File: config.mk
export PLATFORM = sky130hd
export DESIGN_NAME = mft_div
export DESIGN_NICKNAME = d
export VERILOG_FILES = /design/src/hdl/mft_pkg.sv /design/src/hdl/mft_div.sv
export SDC_FILE = /design/constraint.sdc
export NUM_CORES = 1
export LEC_CHECK = 0
export BUFFER_PORTS_ARGS = -buffer_cell sky130_fd_sc_hd__buf_4
export CORE_ASPECT_RATIO = 1.75
export CORE_UTILIZATION = 43
export CTS_BUF_LIST = sky130_fd_sc_hd__clkbuf_4
export CTS_CLUSTER_SIZE = 28
export DETAILED_ROUTE_END_ITERATION = 8
export SYNTH_ARGS = -nofsm -noshare
export SYNTH_HDL_FRONTEND = slang
export SYNTH_SLANG_ARGS = --single-unit
File: constraint.sdc
create_clock -name clk -period 3 [get_ports clk]
set_input_delay 0.45 -clock clk [delete_from_list [all_inputs] [get_ports clk]]
set_output_delay 0.45 -clock clk [all_outputs]
set_load 0.05 [all_outputs]
File: src/hdl/mft_pkg.sv
// Shared widths, sizes and status codes for the Mertens function table.
// No dependencies; every other file of the block but mft_ram imports this package.
`default_nettype none

package mft_pkg;

	// Table size and derived address width
	localparam int TABLE_DEPTH = 65536;
	localparam int ADDR_W      = $clog2(TABLE_DEPTH);

	// Field widths
	localparam int IDX_W = 17;
	localparam int VAL_W = 16;
	localparam int STS_W = 2;

	// Running sum of up to n/3 signed table values, with headroom
	localparam int ACC_W = 34;

	// Reset value of the last-index register
	localparam logic [IDX_W-1:0] LAST_INDEX_RST = IDX_W'(65536);

	// Result status codes
	localparam logic [STS_W-1:0] STAT_OK   = 2'd0;
	localparam logic [STS_W-1:0] STAT_OVF  = 2'd1;
	localparam logic [STS_W-1:0] STAT_PAST = 2'd2;

endpackage

`default_nettype wire

File: src/hdl/mft_div.sv
// Restoring serial divider, one quotient bit per cycle, for n / i.
// Depends on mft_pkg for the operand width.
`default_nettype none

module mft_div
	import mft_pkg::*;
(
	input  wire logic             clk,
	input  wire logic             arst_n,
	input  wire logic             start,
	input  wire logic [IDX_W-1:0] dividend,
	input  wire logic [IDX_W-1:0] divisor,
	output logic                  done,
	output logic      [IDX_W-1:0] quotient
);

	localparam int CNT_W = $clog2(IDX_W + 1);

	logic [IDX_W-1:0] quo_q;
	logic [IDX_W-1:0] rem_q;
	logic [IDX_W-1:0] dsr_q;
	logic [CNT_W-1:0] cnt_q;
	logic             busy_q;
	logic             done_q;

	logic [IDX_W:0]   rem_sh;
	logic [IDX_W+1:0] diff;
	logic             fits;

	// Shift in the next dividend bit and trial-subtract the divisor
	always_comb begin
		rem_sh = {rem_q, quo_q[IDX_W-1]};
		diff   = {1'b0, rem_sh} - {2'b00, dsr_q};
		fits   = ~diff[IDX_W+1];
	end

	// Iterate over all quotient bits
	always_ff @(posedge clk or negedge arst_n) begin
		if (!arst_n) begin
			quo_q  <= '0;
			rem_q  <= '0;
			dsr_q  <= '0;
			cnt_q  <= '0;
			busy_q <= 1'b0;
			done_q <= 1'b0;
		end else if (start) begin
			quo_q  <= dividend;
			rem_q  <= '0;
			dsr_q  <= divisor;
			cnt_q  <= CNT_W'(IDX_W);
			busy_q <= 1'b1;
			done_q <= 1'b0;
		end else if (busy_q) begin
			quo_q  <= {quo_q[IDX_W-2:0], fits};
			rem_q  <= fits ? diff[IDX_W-1:0] : rem_sh[IDX_W-1:0];
			cnt_q  <= cnt_q - CNT_W'(1);
			busy_q <= (cnt_q != CNT_W'(1));
			done_q <= (cnt_q == CNT_W'(1));
		end else begin
			done_q <= 1'b0;
		end
	end

	assign done     = done_q;
	assign quotient = quo_q;

endmodule

`default_nettype wire

Word-level counts from Yosys, hierarchy flattened
Cells that the tools add are included.

storage, ports and cells
  bits in registers = 58
  word-level logic and storage cells = 23
  input port bits = 37
  output and inout bits = 18

operators by class
  reduce and logical (&&, ||, !) cells = 1
  bitwise logic cells = 1
  eq/ne operators = 2
  multiplexer cells = 11
  add/subtract/negate cells = 2

operators by type and width
  operator             number
  $mux 17              5
  $sub 18x17->19       1
  $mux 5               2
  $eq 5x1->1 const B   1
  $ne 5x1->1 const B   1
  $sub 5x1->5 const B  1
  $mux 1               4
  $reduce_bool 2->1    1
  $not 1->1            1

Logic depth before layout (Yosys ltp)
  depth after elaboration = 4
  gate-level depth with buffers = 11
  depth with buffers taken out = 10

Least setup slack after synthesis
OpenSTA, ideal clock, no wires.

  kind = reg2reg
  start point = reg quo_q[16] (netlist: quotient[16])
  end point = reg rem_q[16]
  cell stages (with the launch flop) = 12
  path slack = 0.067 ns
  path buffers = 1
  clock period less this slack = 2.933 ns
  data arrival time = 2.857 ns
  cells stage by stage = dfrtp_1 -> inv_1 -> ha_1 -> fa_1 -> nand2b_1 -> a21oi_2 -> nor2b_2 -> o41ai_4 -> a41oi_4 -> buf_6 -> a2111o_1 -> o21ai_1

between the ends
  cells in the longest elaborated chain, start to end = 4

ends and longest elaborated chain
  what                    RTL line       RTL
  start, declared         mft_div.sv:19  logic [IDX_W-1:0] quo_q;
  start signal, assigned  mft_div.sv:47  quo_q <= dividend;
  start signal, assigned  mft_div.sv:54  quo_q <= {quo_q[IDX_W-2:0], fits};
  $sub 18x17->19          mft_div.sv:33  diff = {1'b0, rem_sh} - {2'b00, dsr_q};
  $mux 17                 mft_div.sv:55  rem_q <= fits ? diff[IDX_W-1:0] : rem_sh[IDX_W-1:0];
  $mux 17                 mft_div.sv:53  end else if (busy_q) begin
  $mux 17                 mft_div.sv:46  end else if (start) begin
  end signal, assigned    mft_div.sv:55
  end, declared           mft_div.sv:20  logic [IDX_W-1:0] rem_q;

Every way passes these cells. The select of a mux whose other input is x is not followed.
A chain may end at the register's enable or synchronous reset.

Worst setup path after layout
Same ends and word-level chain as after synthesis.

==> out/qor_table.md <==
| Stage | Metric | Reported |
|---|---|---|
| global route | Wire length of the first global-routing pass | 12800 microns |
| global route | Via count of the first global-routing pass | 2763 |
| routing | DRT Wirelength | 7571 microns |
| global route | Total routing usage reported by global routing | 19.51% |
| place | HPWL after DPL | 5374 microns |
| status | Result of the run | finished clean |
| power and ir drop | Switch share | 40.04% |
| floorplan | Die width | 69.86 microns |
| place | Weighted congestion reported at the end of routability-driven placement | 0.8409 |
| global route | Met3 track demand over resource in global routing | 5.167% |
| floorplan | Core footprint | 7855 sq um |
| hold path | Worst min path class | in2async |
| synth | Post-synth top flop | dfrtp_1 |
| synth | Register area share after synthesis | 41.89% |
| synth | Yosys reg bits | 58 |
| routing | DRC marker count from the first detailed-route iteration | 125 |
| clock network | Clock transition time at the flip-flop clock pins of the worst setup and hold paths | 0.10 ns |
| clock network | Number of clock sinks seen by CTS | 58 |
| synth | Biggest area contributors in the synthesized netlist | dfrtp_1, mux2i_1, ha_1, o21ai_0, nand2_1 |
| synth | Number of distinct standard cells referenced by the synthesized netlist | 46 |
| sta | Relative max-transition margin | 50.14% |
| layout | Final standard cell area without fillers | 4135 sq um |
| clock network | Clock H-tree levels | 3 |
| global route | Initial antenna violation count | 1 |
| sta | Finish-stage setup viols | 0 |
| sta | Crit share post-route | 94.59% |
| floorplan | Floorplan die area | 8435 sq um |
| synth | Total number of yosys warnings | 0 |
| synth | Post-synthesis instance area | 3465 sq um |
| layout | Fin nets | 483 |
| routing | Final routed DRC violation total | 0 |
| global route | Global routing's busiest layer | met2 |
| synth | Most frequent cells after synthesis | dfrtp_1, nand2_1, o21ai_0 |
| setup path | Sequence of cells on the critical path | inv_1, ha_1, fa_1, nand2b_1, a21oi_2, nor2b_2, o41ai_4, a41oi_4, buf_4, a2111o_1, o21ai_1 |
| setup path | Maximum fanout along the worst path | 12 |
| synth | Synthesized net count | 427 |
| floorplan | I/O Pins | 55 |
| power and ir drop | Sequential Power Share | 34.0% |
| place | PortBufs | 54 |
| setup path | Crit path max-delay family | compound AO/OA/AOI/OAI gates |
| sta | Highest attainable clock frequency | 0.3524 GHz |
| power and ir drop | Pwr Density | 770.0 nW/um^2 |
| clock network | Master cell of the clock root buffer | clkbuf_4 |
| routing | Routed len/inst | 14.50 microns |
| setup path | Critical path endpoint category | flip-flop |
| synth | Post-synthesis async set-or-reset flop share | 100.0% |
| routing | Avg Vias per Cell | 5.450 |
| clock network | Clock tree from TritonCTS | built |
| layout | Fraction of layout cells with a size suffix above 1 | 21.11% |
| floorplan | Total number of placement rows | 43 |
| sta | Layout Skew | 0.01459 ns |
| floorplan | Initial core utilization | 44.11% |
| power and ir drop | Part of the power in the clock network | 20.2% |
| global route | Total gr overflow | 0 |
| run | Max-cap violations | 0 |
| sta | Tightest Pin Transition | 0.7480 ns |
| synth | Cell accounting for the most synthesized area | dfrtp_1 |
| synth | Share of the synthesized area in the top cell type | 41.89% |
| setup path | Classification of the worst setup path | reg2reg |
| clock network | Clock latency of the later-clocked register in the worst-skew pair | 0.42 ns |
| setup path | Required time of the critical path | 3.34 ns |
| power and ir drop | Peak supply drop | 0.0004763 V |
| global route | Pin count of the biggest net entering global routing | 59 |
| sta | Smallest hold slack | 0.09450 ns |
| setup path | Worst setup SP type | flip-flop |
| synth | Mean area per synthesized cell | 9.364 sq um |
| global route | Met1 track utilization from global routing | 21.10% |
| synth | Number of synthesized flops with an enable pin | 0 |
| clock network | Number of hold buffers added after CTS | 0 |
| layout | Area Overhead vs Synth | 19.36% |
| setup path | Slowest library cell on the worst path | fa_1 |
| sta | Count of endpoints failing hold in the final timing report | 0 |
| place | DP Area | 3943 sq um |
| power and ir drop | Total net switching power | 1.275 mW |
| power and ir drop | Combinational fraction of design power | 45.8% |
| routing | Post-route ant nets | 0 |
| setup path | Delay of the slowest cell on the worst path | 0.41 ns |
| global route | GR Util met2 | 35.28% |
| clock network | Maximum root-to-sink buffer count | 2 |
| floorplan | Die Height | 120.7 microns |
| clock network | Clock buffers created by TritonCTS | 9 |
| sta | Clock period minus worst slack | 2.838 ns |
| power and ir drop | Leakage dissipation | 2.141 nW |
| setup path | CP Buf/Inv Count | 2 |
| synth | Cells after synthesis | 370 |
| power and ir drop | Internal power | 1.909 mW |
| routing | Vias | 2845 |
| sta | Final number of max-transition violations | 0 |
| routing | Count of TritonRoute iterations in the first routing pass | 4 |
| setup path | Arrival time at the worst endpoint | 3.18 ns |
| synth | Most frequent cell after synthesis | dfrtp_1 |
==> power by group through the flow <==
| stage | sequential [mW] | clock [mW] | combinational (mW) |
|---|---|---|---|
| 4_1_cts | 1.09 | 0.668 | 1.43 |
| 5_1_grt | 1.11 | 0.699 | 1.60 |
| 3_3_place_gp | 1.10 | 0 | 1.41 |
| 2_1_floorplan | 1.19 | 0 | 0.982 |
| 6_report | 1.08 | 0.645 | 1.46 |
| 3_5_place_dp | 1.10 | 0 | 1.42 |
==> path summary, 6_finish.rpt <==
path                              start            to  slack, ns  cells past startpoint
max                        quotient[16]     rem_q[16]       0.16                     11
min                              arst_n     dsr_q[13]       0.09                      1
max reg2reg                quotient[16]     rem_q[16]       0.16                     11
min reg2reg                   rem_q[16]     rem_q[16]       0.53                      2
max in group asynchronous        arst_n        busy_q       2.38                      1
min in group clk           dividend[14]  quotient[14]       0.23                      3
==> cell type report <==
| class | count | area, sq um |
|---|---|---|
| multi-input cells | 271 | 1844 |
| fillers | 776 | 3720 |
| clock inverters | 6 | 81.33 |
| clock buffers | 10 | 75.07 |
| diodes | 1 | 2.502 |
| repair buffers | 64 | 484.2 |
| flip-flops and latches | 58 | 1453 |
| well taps | 90 | 112.6 |
| inverters | 22 | 82.58 |
==> metal layers <==
| layer | vias up | share of wire [%] |
|---|---|---|
| li1 | 1408 | - |
| met1 | 1360 | 41 |
| met2 | 67 | 54 |
| met3 | 10 | 3.5 |
| met4 | 0 | 1.9 |
| met5 | - | 0 |
==> kinds of logic after synthesis <==
logic type                 after synthesis  share of synthesized area, %
AOI/OAI and AO/OA                      104                         20.12
and+or+nand+nor                        101                         13.00
DFF                                     58                         41.89
buffers and inverters                   41                         4.875
muxes                                   28                         8.126
adders and majority gates               20                         7.440
xor gates and xnor gates                18                         4.550
==> through the flow <==
step	setup WS, ns	utilization (%)	cells	total power, mW	setup TNS [ns]
final	0.1622	52.64	522	3.184	0
after global routing	-0.006097	52.64	522	3.409	-0.006097
after CTS	0.002555	52.18	517	3.183	0
after detailed placement	0.03278	50.19	501	2.523	0
after global placement	0.1105	50.19	501	2.508	0
after floorplan	0.06696	-	370	2.174	0
==> cells in the final DEF, fill, tap and decap left out, types with 3 or more instances in the layout <==
cell,Yosys,final
buf_4,0,63
dfrtp_1,58,57
nand2_1,50,50
o21ai_0,42,42
mux2i_1,27,27
nor2_1,26,26
inv_1,22,22
ha_1,19,19
a21oi_1,18,18
a211oi_1,14,14
xnor2_1,13,13
clkbuf_4,0,10
a21o_1,7,7
nand2b_1,6,6
xor2_1,5,5
nand4_1,4,4
o211ai_1,3,3
nor3_1,3,3
==> registers in the layout, summed over array words and instances (netlist names) <==
signal and count:
rem_q 17, dsr_q 17, done 1, quotient 17
busy_q 1, cnt_q 5
==> what timing repair did <==
| action | in CTS | in global routing |
|---|---|---|
| setup endpoints to repair | 0 | 10 |
| gates resized for setup | 0 | 1 |
| buffers inserted | 0 | 4 |
Note: power is estimated with default switching activity, not from simulation.
